File: src/rtl/irpd_pkg.sv
// Shared constants and types of the pulse-distance infrared frame decoder.
package irpd_pkg;

    localparam int MAX_DATA_BITS_DEF = 32;

    localparam int DUR_W      = 16;
    localparam int TOL_W      = 6;
    localparam int EXC_W      = 9;
    localparam int CFG_IDX_W  = 2;
    localparam int CFG_DATA_W = 9;
    localparam int BOUND_W    = 17;
    localparam int NUM_WIN    = 6;
    localparam int WIN_W      = 3;

    // register indexes
    localparam logic [CFG_IDX_W-1:0] CFG_WIDE_MODE = 2'd0;
    localparam logic [CFG_IDX_W-1:0] CFG_TOLERANCE = 2'd1;
    localparam logic [CFG_IDX_W-1:0] CFG_EXCESS    = 2'd2;

    // result status codes
    localparam logic [1:0] ST_OK       = 2'd0;
    localparam logic [1:0] ST_MISMATCH = 2'd1;
    localparam logic [1:0] ST_EARLY    = 2'd2;

    // window slots
    localparam logic [WIN_W-1:0] WIN_HDR_MARK = 3'd0;
    localparam logic [WIN_W-1:0] WIN_HDR_SPC  = 3'd1;
    localparam logic [WIN_W-1:0] WIN_BIT_MARK = 3'd2;
    localparam logic [WIN_W-1:0] WIN_ONE_SPC  = 3'd3;
    localparam logic [WIN_W-1:0] WIN_ZERO_SPC = 3'd4;
    localparam logic [WIN_W-1:0] WIN_GAP_SPC  = 3'd5;

    // nominal timings, microseconds
    localparam logic [DUR_W-1:0] T_HDR_MARK_N = 16'd8000;
    localparam logic [DUR_W-1:0] T_HDR_SPC_N  = 16'd4000;
    localparam logic [DUR_W-1:0] T_GAP_N      = 16'd60000;
    localparam logic [DUR_W-1:0] T_HDR_W      = 16'd4500;
    localparam logic [DUR_W-1:0] T_GAP_W      = 16'd44000;
    localparam logic [DUR_W-1:0] T_BIT_MARK   = 16'd600;
    localparam logic [DUR_W-1:0] T_ONE_SPC    = 16'd1600;
    localparam logic [DUR_W-1:0] T_ZERO_SPC   = 16'd550;

    localparam logic [5:0] NARROW_BITS = 6'd28;
    localparam int         ADDR_SHIFT  = 12;

    // floor(x/100) for x < 2^24: (x * 167772) >> 24 is exact or one low
    localparam logic [17:0] DIV100_MUL   = 18'd167772;
    localparam int          DIV100_SHIFT = 24;

    typedef logic [NUM_WIN-1:0][BOUND_W-1:0] bound_vec_t;

    typedef struct packed {
        logic             restart;
        logic             wide;
        logic [TOL_W-1:0] tol;
        logic [EXC_W-1:0] excess;
    } win_cfg_t;

endpackage

File: src/rtl/irpd_win_calc.sv
// Match window bound calculator: one shared multiply pipeline swept over all windows.
module irpd_win_calc (
    input  logic                clk,
    input  logic                rst_n,
    input  irpd_pkg::win_cfg_t  cfg,
    output logic                busy,
    output irpd_pkg::bound_vec_t lo,
    output irpd_pkg::bound_vec_t hi
);
    import irpd_pkg::*;

    localparam int SEQ_LEN = 2 * NUM_WIN;
    localparam int SEQ_W   = $clog2(SEQ_LEN);
    localparam int PROD_W  = 24;
    localparam int MUL_W   = PROD_W + 18;

    logic              issue_on_reg, issue_on_next;
    logic [SEQ_W-1:0]  seq_reg, seq_next;

    logic              a_valid_reg;
    logic [SEQ_W-1:0]  a_idx_reg;
    logic [PROD_W-1:0] a_prod_reg;

    logic              b_valid_reg;
    logic [SEQ_W-1:0]  b_idx_reg;
    logic [PROD_W-1:0] b_prod_reg;
    logic [BOUND_W-1:0] b_q0_reg;

    bound_vec_t lo_reg, hi_reg;

    logic [WIN_W-1:0]  a_win;
    logic [DUR_W-1:0]  base;
    logic [DUR_W-1:0]  expect_us;
    logic [7:0]        factor;
    logic [PROD_W-1:0] prod;
    logic [MUL_W-1:0]  recip_prod;
    logic [PROD_W-1:0] rem;
    logic [BOUND_W-1:0] quot;
    logic [BOUND_W-1:0] bound;
    logic [WIN_W-1:0]  c_win;

    // sweep control: a write restarts the sweep from slot zero
    always_comb
    begin
        issue_on_next = issue_on_reg;
        seq_next      = seq_reg;
        if (cfg.restart)
        begin
            issue_on_next = 1'b1;
            seq_next      = '0;
        end
        else if (issue_on_reg)
        begin
            if (seq_reg == SEQ_W'(SEQ_LEN - 1))
                issue_on_next = 1'b0;
            else
                seq_next = seq_reg + 1'b1;
        end
    end

    // stage A: expected duration and tolerance factor, one product
    assign a_win = seq_reg[SEQ_W-1:1];

    always_comb
    begin
        case (a_win)
            WIN_HDR_MARK: base = cfg.wide ? T_HDR_W : T_HDR_MARK_N;
            WIN_HDR_SPC:  base = cfg.wide ? T_HDR_W : T_HDR_SPC_N;
            WIN_BIT_MARK: base = T_BIT_MARK;
            WIN_ONE_SPC:  base = T_ONE_SPC;
            WIN_ZERO_SPC: base = T_ZERO_SPC;
            WIN_GAP_SPC:  base = cfg.wide ? T_GAP_W : T_GAP_N;
            default:      base = '0;
        endcase

        if (a_win == WIN_HDR_MARK || a_win == WIN_BIT_MARK)
            expect_us = base + DUR_W'(cfg.excess);
        else if (DUR_W'(cfg.excess) > base)
            expect_us = '0;   // excess larger than the space itself
        else
            expect_us = base - DUR_W'(cfg.excess);

        factor = seq_reg[0] ? (8'd100 + 8'(cfg.tol)) : (8'd100 - 8'(cfg.tol));
    end

    assign prod = PROD_W'(expect_us) * PROD_W'(factor);

    // stage B: reciprocal estimate of product / 100
    assign recip_prod = MUL_W'(a_prod_reg) * MUL_W'(DIV100_MUL);

    // stage C: one correction step, plus one on the upper bound
    assign rem   = b_prod_reg - (PROD_W'(b_q0_reg) * PROD_W'(100));
    assign quot  = b_q0_reg + BOUND_W'(rem >= PROD_W'(100));
    assign bound = b_idx_reg[0] ? (quot + 1'b1) : quot;
    assign c_win = b_idx_reg[SEQ_W-1:1];

    always_ff @(posedge clk or negedge rst_n)
    begin
        if (!rst_n)
        begin
            issue_on_reg <= 1'b1;
            seq_reg      <= '0;
            a_valid_reg  <= 1'b0;
            b_valid_reg  <= 1'b0;
        end
        else
        begin
            issue_on_reg <= issue_on_next;
            seq_reg      <= seq_next;
            a_valid_reg  <= issue_on_reg && !cfg.restart;
            b_valid_reg  <= a_valid_reg;
        end
    end

    always_ff @(posedge clk)
    begin
        a_idx_reg  <= seq_reg;
        a_prod_reg <= prod;
        b_idx_reg  <= a_idx_reg;
        b_prod_reg <= a_prod_reg;
        b_q0_reg   <= recip_prod[DIV100_SHIFT +: BOUND_W];
        if (b_valid_reg)
        begin
            if (b_idx_reg[0])
                hi_reg[c_win] <= bound;
            else
                lo_reg[c_win] <= bound;
        end
    end

    assign busy = issue_on_reg || a_valid_reg || b_valid_reg;
    assign lo   = lo_reg;
    assign hi   = hi_reg;

endmodule

File: src/rtl/ir_pulse_distance_frame_decoder_unit.sv
// Top level of the pulse-distance infrared frame decoder.
//
// Input stream (s_axis): one measured mark or space duration per transfer,
// alternating mark and space from the first duration after the leading gap.
// tuser flags a frame start, tlast flags the last duration of a capture.
// Output stream (m_axis): one result per finished, failed or cut-off frame;
// tuser carries the status, tdata the bit count, value, address and command.
// Config port: cfg_we/cfg_index/cfg_data write wide_mode, tolerance_percent
// and mark_excess_us; write only while no frame is in flight.
//
// Data path: a duration is held in the input register, is checked against
// six precomputed windows and lands in the result register, which drives
// m_axis. Throughput: one duration per cycle while results are taken and
// no sweep runs, set by the window compares.
// Window bounds come from a shared multiply pipeline sweep over 12 slots;
// it runs after reset and after every config write, and s_axis_tready
// stays low for its length.
// Reset clears the frame state to idle, loads the default registers and
// starts the sweep. When the receiver stalls, the result register holds and
// the input register still takes one duration; after that s_axis_tready
// falls until the result is taken.
module ir_pulse_distance_frame_decoder_unit #(
    parameter int MAX_DATA_BITS = irpd_pkg::MAX_DATA_BITS_DEF
) (
    input  logic                              clk,
    input  logic                              rst_n,
    // config write port
    input  logic                              cfg_we,
    input  logic [irpd_pkg::CFG_IDX_W-1:0]    cfg_index,
    input  logic [irpd_pkg::CFG_DATA_W-1:0]   cfg_data,
    // duration stream
    input  logic                              s_axis_tvalid,
    output logic                              s_axis_tready,
    input  logic [15:0]                       s_axis_tdata,  // [15:0] duration_us
    input  logic                              s_axis_tuser,  // [0] frame_start
    input  logic                              s_axis_tlast,  // capture_end
    // result stream
    output logic                              m_axis_tvalid,
    input  logic                              m_axis_tready,
    // [5:0] bit_count, [37:6] frame_value, [57:38] address, [65:58] command,
    // [71:66] zero
    output logic [71:0]                       m_axis_tdata,
    output logic [1:0]                        m_axis_tuser   // [1:0] status
);
    import irpd_pkg::*;

    localparam logic [5:0] WIDE_BITS = 6'(MAX_DATA_BITS);

    // frame phases
    localparam logic [2:0] PH_IDLE     = 3'd0;
    localparam logic [2:0] PH_HDR_MARK = 3'd1;
    localparam logic [2:0] PH_HDR_SPC  = 3'd2;
    localparam logic [2:0] PH_BIT_MARK = 3'd3;
    localparam logic [2:0] PH_BIT_SPC  = 3'd4;
    localparam logic [2:0] PH_FT_MARK  = 3'd5;
    localparam logic [2:0] PH_FT_GAP   = 3'd6;
    localparam logic [2:0] PH_FT_HDR   = 3'd7;

    // config registers
    logic             wide_reg;
    logic [TOL_W-1:0] tol_reg;
    logic [EXC_W-1:0] excess_reg;

    // window bounds
    win_cfg_t   win_cfg;
    logic       win_busy;
    bound_vec_t win_lo, win_hi;
    logic [NUM_WIN-1:0] hit;

    // input register
    logic             in_valid_reg;
    logic [DUR_W-1:0] in_dur_reg;
    logic             in_start_reg;
    logic             in_end_reg;

    // frame state
    logic [2:0]  phase_reg, phase_next;
    logic [5:0]  bit_idx_reg, bit_idx_next;
    logic [31:0] shift_reg, shift_next;

    // result register
    logic        out_valid_reg;
    logic [1:0]  status_reg, status_next;
    logic [5:0]  count_reg, count_next;
    logic [31:0] value_reg, value_next;
    logic [19:0] addr_reg, addr_next;
    logic [7:0]  cmd_reg, cmd_next;

    logic        advance;
    logic        emit;
    logic        ok;
    logic        done;
    logic [2:0]  cur_phase;
    logic [5:0]  cur_bits;
    logic [31:0] cur_shift;
    logic [5:0]  bits_inc;
    logic [5:0]  nb;

    always_ff @(posedge clk or negedge rst_n)
    begin
        if (!rst_n)
        begin
            wide_reg   <= 1'b0;
            tol_reg    <= 6'd25;
            excess_reg <= 9'd100;
        end
        else if (cfg_we)
        begin
            case (cfg_index)
                CFG_WIDE_MODE: wide_reg   <= cfg_data[0];
                CFG_TOLERANCE: tol_reg    <= cfg_data[TOL_W-1:0];
                CFG_EXCESS:    excess_reg <= cfg_data[EXC_W-1:0];
                default:       ;
            endcase
        end
    end

    assign win_cfg = '{restart: cfg_we, wide: wide_reg, tol: tol_reg, excess: excess_reg};

    irpd_win_calc u_win_calc (
        .clk   (clk),
        .rst_n (rst_n),
        .cfg   (win_cfg),
        .busy  (win_busy),
        .lo    (win_lo),
        .hi    (win_hi)
    );

    // pipeline moves when the result slot is free or being emptied
    assign advance       = !out_valid_reg || m_axis_tready;
    assign s_axis_tready = !win_busy && !cfg_we && (!in_valid_reg || advance);

    always_ff @(posedge clk or negedge rst_n)
    begin
        if (!rst_n)
            in_valid_reg <= 1'b0;
        else if (s_axis_tready)
            in_valid_reg <= s_axis_tvalid;
        else if (advance)
            in_valid_reg <= 1'b0;
    end

    always_ff @(posedge clk)
    begin
        if (s_axis_tready && s_axis_tvalid)
        begin
            in_dur_reg   <= s_axis_tdata;
            in_start_reg <= s_axis_tuser;
            in_end_reg   <= s_axis_tlast;
        end
    end

    // window compares, all six in parallel
    always_comb
    begin
        for (int w = 0; w < NUM_WIN; w++)
            hit[w] = (BOUND_W'(in_dur_reg) >= win_lo[w]) &&
                     (BOUND_W'(in_dur_reg) <= win_hi[w]);
    end

    assign nb = wide_reg ? WIDE_BITS : NARROW_BITS;

    // frame sequencer; a frame start restarts at the header mark
    always_comb
    begin
        cur_phase = in_start_reg ? PH_HDR_MARK : phase_reg;
        cur_bits  = in_start_reg ? 6'd0 : bit_idx_reg;
        cur_shift = in_start_reg ? 32'd0 : shift_reg;
        bits_inc  = cur_bits + 1'b1;

        phase_next   = cur_phase;
        bit_idx_next = cur_bits;
        shift_next   = cur_shift;
        ok           = 1'b1;
        done         = 1'b0;

        case (cur_phase)
            PH_IDLE:
            begin
                ok = 1'b1;
            end
            PH_HDR_MARK:
            begin
                ok         = hit[WIN_HDR_MARK];
                phase_next = PH_HDR_SPC;
            end
            PH_HDR_SPC:
            begin
                ok         = hit[WIN_HDR_SPC];
                phase_next = PH_BIT_MARK;
            end
            PH_BIT_MARK:
            begin
                ok         = hit[WIN_BIT_MARK];
                phase_next = PH_BIT_SPC;
            end
            PH_BIT_SPC:
            begin
                // the one window wins when both match
                if (hit[WIN_ONE_SPC])
                    shift_next = {cur_shift[30:0], 1'b1};
                else if (hit[WIN_ZERO_SPC])
                    shift_next = {cur_shift[30:0], 1'b0};
                else
                    ok = 1'b0;
                bit_idx_next = bits_inc;
                phase_next   = (bits_inc >= nb) ? PH_FT_MARK : PH_BIT_MARK;
            end
            PH_FT_MARK:
            begin
                ok         = hit[WIN_BIT_MARK];
                phase_next = PH_FT_GAP;
            end
            PH_FT_GAP:
            begin
                ok         = hit[WIN_GAP_SPC];
                phase_next = PH_FT_HDR;
            end
            default:
            begin
                ok   = hit[WIN_HDR_MARK];
                done = 1'b1;
            end
        endcase

        emit = (cur_phase != PH_IDLE) && (!ok || done || in_end_reg);

        status_next = !ok ? ST_MISMATCH : (done ? ST_OK : ST_EARLY);
        count_next  = '0;
        value_next  = '0;
        addr_next   = '0;
        cmd_next    = '0;
        if (ok && done)
        begin
            count_next = nb;
            value_next = cur_shift;
            if (wide_reg)
            begin
                addr_next = cur_shift[ADDR_SHIFT +: 20];
                cmd_next  = cur_shift[7:0];
            end
        end
    end

    always_ff @(posedge clk or negedge rst_n)
    begin
        if (!rst_n)
        begin
            phase_reg     <= PH_IDLE;
            bit_idx_reg   <= '0;
            shift_reg     <= '0;
            out_valid_reg <= 1'b0;
        end
        else if (advance)
        begin
            out_valid_reg <= in_valid_reg && emit;
            if (in_valid_reg)
            begin
                if (emit)
                begin
                    phase_reg   <= PH_IDLE;
                    bit_idx_reg <= '0;
                    shift_reg   <= '0;
                end
                else
                begin
                    phase_reg   <= phase_next;
                    bit_idx_reg <= bit_idx_next;
                    shift_reg   <= shift_next;
                end
            end
        end
    end

    always_ff @(posedge clk)
    begin
        if (advance && in_valid_reg && emit)
        begin
            status_reg <= status_next;
            count_reg  <= count_next;
            value_reg  <= value_next;
            addr_reg   <= addr_next;
            cmd_reg    <= cmd_next;
        end
    end

    assign m_axis_tvalid = out_valid_reg;
    assign m_axis_tuser  = status_reg;
    assign m_axis_tdata  = {6'd0, cmd_reg, addr_reg, value_reg, count_reg};

    // no transfer is taken while the window bounds are being rebuilt
    a_busy_blocks_input: assert property (@(posedge clk) disable iff (!rst_n)
        win_busy |-> !s_axis_tready)
        else $error("input taken while window bounds are stale");

    // a config write always starts a new bound sweep
    a_cfg_restarts_sweep: assert property (@(posedge clk) disable iff (!rst_n)
        cfg_we |=> win_busy)
        else $error("config write did not restart the bound sweep");

    // a decoded frame carries one of the two legal bit counts
    a_ok_bit_count: assert property (@(posedge clk) disable iff (!rst_n)
        (m_axis_tvalid && m_axis_tuser == ST_OK) |->
            (m_axis_tdata[5:0] == NARROW_BITS || m_axis_tdata[5:0] == WIDE_BITS))
        else $error("decoded frame with illegal bit count");

    // error results carry an all-zero payload
    a_err_zero_payload: assert property (@(posedge clk) disable iff (!rst_n)
        (m_axis_tvalid && m_axis_tuser != ST_OK) |-> (m_axis_tdata == 72'd0))
        else $error("error result with nonzero payload");

endmodule

File: config.mk
export PLATFORM = sky130hd
export DESIGN_NAME = ir_pulse_distance_frame_decoder_unit
export DESIGN_NICKNAME = d
export VERILOG_FILES = /design/src/rtl/irpd_pkg.sv /design/src/rtl/irpd_win_calc.sv /design/src/rtl/ir_pulse_distance_frame_decoder_unit.sv
export SDC_FILE = /design/constraint.sdc
export NUM_CORES = 2
export LEC_CHECK = 0
export BUFFER_PORTS_ARGS = -buffer_cell sky130_fd_sc_hd__buf_2
export CAP_MARGIN = 5
export CORE_AREA = 10 10 215 319
export CTS_BUF_LIST = sky130_fd_sc_hd__clkbuf_4 sky130_fd_sc_hd__clkbuf_8 sky130_fd_sc_hd__clkbuf_16
export DETAILED_ROUTE_END_ITERATION = 10
export DIE_AREA = 0 0 225 329
export GPL_ROUTABILITY_DRIVEN = 1
export PLACE_DENSITY = 0.71
export SYNTH_ARGS = -nofsm -noshare
export SYNTH_HDL_FRONTEND = slang
export SYNTH_SLANG_ARGS = --single-unit
File: constraint.sdc
create_clock -name clk -period 9.4 [get_ports clk]
set_input_delay 1.88 -clock clk [delete_from_list [all_inputs] [get_ports clk]]
set_output_delay 1.88 -clock clk [all_outputs]
set_load 0.02 [all_outputs]
; Word level (Yosys, flattened, before mapping)
; Index checks and enable logic that the tools add are counted.
[totals]
wordCells = 164
latchBits = 0
rom_bits = 0
out_inout_bits = 76
n_memories = 0
regBits = 429
in_bits = 34
ram_bits = 0
[classes]
eq_ne = 15
multipliers = 3
magnitude_cmp = 17
add_sub_neg = 9
div = 0
reduce_logical = 44
n_shift = 0
bitwise = 1
n_mux = 38
[ops]
columns = cell, n
row1 = $bwmux W102, 2
row2 = $mux W32, 5
row3 = $ge A16 B17 Y1, 6
row4 = $le A16 B17 Y1, 6
row5 = $pmux W16 S6, 1
row6 = $demux W17 S3, 1
row7 = $mul A24 B16 Y39 const B, 1
row8 = $mux W17, 2
row9 = $mux W16, 2
row10 = $ge A24 B7 Y1 const B, 1
row11 = $mul A16 B8 Y24, 1
row12 = $mux W6, 4
row13 = $sub A24 B24 Y24, 1
row14 = $mul A17 B5 Y22 const B, 1
row15 = $pmux W3 S6, 1
row16 = $add A17 B1 Y17, 1
row17 = $add A17 B1 Y17 const B, 1
row18 = $add A16 B9 Y16, 1
row19 = $gt A9 B16 Y1, 1
row20 = $logic_and A1 B1 Y1, 16
row21 = $reduce_and A2 Y1, 8
row22 = $sub A16 B9 Y16, 1
row23 = $eq A3 B3 Y1 const B, 5
row24 = $mux W15, 1
row25 = 30 further kinds, 57

; Longest topological paths before layout
[depth]
word_depth = 10
ltp_mapped = 36
ltp_nobuf = 36

; Modules after synthesis
; From an unflattened synthesis, not the netlist that was laid out.
[hier_totals]
hier_cells = 3145
hier_area_um2 = 33957.6
[modules_own_cells]
columns = module, cells_each, seq_area_each_um2, n_inst, area_per_inst_um2
row1 = irpd_win_calc, 2090, 7723.7, 1, 23473.8
row2 = ir_pulse_distance_frame_decoder_unit, 1055, 3946.3, 1, 10483.8

; Least setup slack after synthesis
; Ideal clock, no wire load.
[synth_timing]
kind = reg-to-reg
startpoint = register u_win_calc.b_q0_reg[3]
endpoint = register u_win_calc.hi_reg, in the netlist u_win_calc.hi[101], data pin
setup_slack_ps = 1349
arrival_ps = 7777
t_required_ps = 9125
path_buffers = 0
path_stages_with_launch = 35
setup_time_ps = 275
period_less_slack_ps = 8051
cell_sequence = dfxtp_1 ha_1 ha_1 fa_1 ha_1 nor2b_1 o21ai_0 a21boi_0 o21ai_0 a21boi_0 o21ai_0 a21boi_0 o21ai_0 nand2b_1 xnor2_1 ha_1 a21oi_1 nand2b_1 nor2b_1 o21ai_2 a2111oi_1 or3_1 mux2_1 or4b_1 ha_1 ha_1 nand2_1 xor2_1 nand2b_1 nor3_1 nand4_1 or3_1 or4b_1 nor3_2 xnor2_1
[synth_via]
elab_chain_len = 7
[synth_lines]
columns = item, line
row1 = from (decl), irpd_win_calc.sv:27  ; logic [BOUND_W-1:0] b_q0_reg;
row2 = from (signal assigned), irpd_win_calc.sv:121  ; b_q0_reg <= recip_prod[DIV100_SHIFT +: BOUND_W];
row3 = $mul A17 B5 Y22, irpd_win_calc.sv:92  ; assign rem = b_prod_reg - (PROD_W'(b_q0_reg) * PROD_W'(100));
row4 = $sub A24 B24 Y24, irpd_win_calc.sv:92
row5 = $ge A24 B7 Y1, irpd_win_calc.sv:93  ; assign quot = b_q0_reg + BOUND_W'(rem >= PROD_W'(100));
row6 = $add A17 B1 Y17 *, irpd_win_calc.sv:93
row7 = $add A17 B1 Y17, irpd_win_calc.sv:94  ; assign bound = b_idx_reg[0] ? (quot + 1'b1) : quot;
row8 = $mux W17 *, irpd_win_calc.sv:94
row9 = via u_win_calc.bound[16], irpd_win_calc.sv:39  ; logic [BOUND_W-1:0] bound;
row10 = $bwmux W102 *, irpd_win_calc.sv:125  ; hi_reg[c_win] <= bound;
row11 = "to (signal, indexed assignment)", irpd_win_calc.sv:125
row12 = to (decl), irpd_win_calc.sv:29  ; bound_vec_t lo_reg, hi_reg;
; The timed path passes the listed nets; every way through them passes the cells marked *.
; A chain may end at the register's enable or synchronous reset.

; Final worst setup path
[layout_timing]
startpoint = register u_win_calc.b_q0_reg[2]
endpoint = register u_win_calc.hi_reg, in the netlist u_win_calc.hi[100], data pin
; Same word-level chain as after synthesis.

==> out/summary.txt <==
Antenna-violating nets left = 0
Final net count = 4157
ANT cells = 0
List of most frequent post-synthesis cells = inv_1 (545), ha_1 (531), edfxtp_1 (286)
Yosys warns = 0
Fill cell count = 5162
Drt wl/cell = 20.7 um
Share of layout cells above drive strength 1 = 9.65%
Syn Area/Cell = 10.7 sq um
Fmax = 113 MHz
Status = complete, no violations
# port buffers = 101
Maximum fanout along the worst path = 11
Placed Instance Area = 35900 sq um
Area Growth Syn to Fin = 9.97%
Unrepaired setup endpoints after global routing = no
Clock sinks = 423
Total Die Area = 74000 sq um
Routed vias = 24049
Slew Limit Fails = 0
#FFs+latches synth = 423
Crit path top cell by count = ha_1
Cell Rows = 113
Hold Crit Class = flop to flop
Hold path start = u_win_calc.a_idx_reg[0]
DRT Pass-1 Iters = 5
DIE WIDTH = 225 um
Post-synth EDFFs = 286
RD Place Congestion = 0.936
Clock skew = 33.0 ps
Top_reg_cell synth = edfxtp_1
# DRC = 0
Minimum clock period = 8840 ps
Relative slew slack = 11.3%
CP startpoint = u_win_calc.b_q0_reg[2]
Sequential cell area fraction in the yosys report = 34.1%
Cell taking the most area after synthesis = edfxtp_1
CP endpoint kind = flop
Clk_lat worst skew = 590 ps
Max stage delay on crit path = 590 ps
Worst path slowest cell = or4b_1
Hpwl dp = 68200 um
Antenna violations before repair = 0
Post-Syn Instances = 3195
Gr usage total = 23.5%
Core ar. = 62900 sq um
CP Class = flop to flop
# hold bufs at CTS = 0
CTS H-tree lvls = 2
Crit path required time = 9710 ps
Most area-consuming cells after synthesis = edfxtp_1 (25%), ha_1 (19%), fa_1 (15%)
Clock-pin slew on the worst setup and hold paths = 60 ps
Total I/O pin count = 110
Gr ovfl total = 0
DR iter-0 viols = 1514
First-pass GRT wire length = 137000 um
Final Util = 59.9%
Clk root buf = clkbuf_16
Initial Util = 54.4%
R2R Path Start = u_win_calc.b_q0_reg[2]
MaxCap Viol Count = 0
Pin count of the biggest net entering global routing = 67
Synthesized area = 34200 sq um
Post-DR vias/cell = 5.76
Post-Route Setup TNS = 0 ps
Worst EP arrival = 9150 ps
Slew at the pin closest to its max-slew limit = 1320 ps
Fraction of registers with async set/reset = 15.6%
Vias in the first global route = 25799
Routed wire length = 86400 um
Share of the synthesized area in the top cell type = 25.1%
Top-count cell post-synth = inv_1
Worst-case clock buffer depth = 3
Final count of negative-setup-slack endpoints = 0
Chip height = 329 um
Netlist cell types = 89
Startpoint Class = flop
Post-route cell area = 37700 sq um
CTS Buf Count = 45
Period Utilization, post-route = 94.0%
CTS tree = yes
Hold Violations, Final = 0
## worst max-delay path: cells and delay by family, from the launching register on
family / cells / cell delay [ps]
multiplexers: 1 / 320
AO/OA/AOI/OAI: 12 / 2380
XOR/XNOR: 2 / 450
AND/OR/NAND/NOR: 9 / 2670
buffers and inverters: 1 / 180
flip-flops: 1 / 410
adder cells (fa/ha/maj): 7 / 2160
## cell families after synthesis
family | count (synthesis) | synth area share, %
adders and majority gates | 793 | 34.7
xor gates and xnor gates | 109 | 2.79
and+or+nand+nor | 701 | 10.6
buffers and inverters | 617 | 6.90
AOI/OAI and AO/OA | 526 | 10.2
other | 1 | 0.0109
DFF | 423 | 34.1
muxes | 25 | 0.793
## path summary, 6_finish.rpt
| check | end | slack, ps | depth (start not counted) |
|---|---|---|---|
| hold / removal | u_win_calc.b_idx_reg[0] | 330 | 0 |
| setup / recovery | u_win_calc.hi[100] | 560 | 32 |
| setup reg to reg | u_win_calc.hi[100] | 560 | 32 |
| max in group asynchronous | phase_reg[1] | 7300 | 2 |
| min in group asynchronous | u_win_calc.seq_reg[2] | 1510 | 2 |
| hold reg to reg | u_win_calc.b_idx_reg[0] | 330 | 0 |
## placed cells by master (no fill, tap or decap), types with 11 or more instances in the layout
master	count
nor3_1	36
o211ai_1	12
a21oi_1	131
nand2b_1	37
and2_1	40
o21ai_1	25
nand3_1	40
edfxtp_1	286
nor2b_1	28
mux2_2	16
dfxtp_1	71
a211oi_1	12
fa_1	261
ha_1	531
a32oi_1	36
o21ai_0	96
nand2_1	116
clkbuf_16	47
or3_1	13
o21bai_1	11
o21a_1	14
or2_2	24
nor2_1	182
buf_2	101
nor4_1	11
nand4_1	45
dfrtp_1	59
xor2_1	32
a31oi_1	15
buf_4	50
and3_1	83
inv_1	545
a21o_1	67
xnor2_1	69
## per-stage QoR
stage / setup slack, ps / hold WS (ps) / instances
CTS: 80.5 / 342 / 4171
global route: 0.192 / 353 / 4173
floorplan: 1350 / 310 / 3202
finish: 561 / 335 / 4173
global placement: 225 / 340 / 4087
detailed placement: 39.3 / 333 / 4087
## timing repair
item	in CTS	in global routing
gates resized for setup	1	16
setup endpoints to repair	12	52
pin swaps	0	1
buffers inserted	0	1
## per-layer routing
metal  GRT usage (%)  vias up  part of all wire, %  routed length (um)
li1                -    11327                    -                   -
met1            24.0    11922                   35               30400
met2            45.2      557                   55               47800
met3            2.34      243                  3.2                2780
met4            14.0        0                  6.3                5450
met5               0        -                    0                   0
## area by class of cell
| cell class | instances | area [sq um] | share of cell area, % |
|---|---|---|---|
| tap | 805 | 1010 | 2.67 |
| sequential | 423 | 11700 | 31.0 |
| timing repair buffer | 152 | 901 | 2.39 |
| inverter | 547 | 2060 | 5.46 |
| clock inverter | 21 | 264 | 0.701 |
| multi-input combinational | 2162 | 20400 | 54.2 |
| clock buffer | 63 | 1350 | 3.59 |
Power is not shown: default switching activity piles up to over one toggle a cycle in this logic, so the estimate is an artifact.
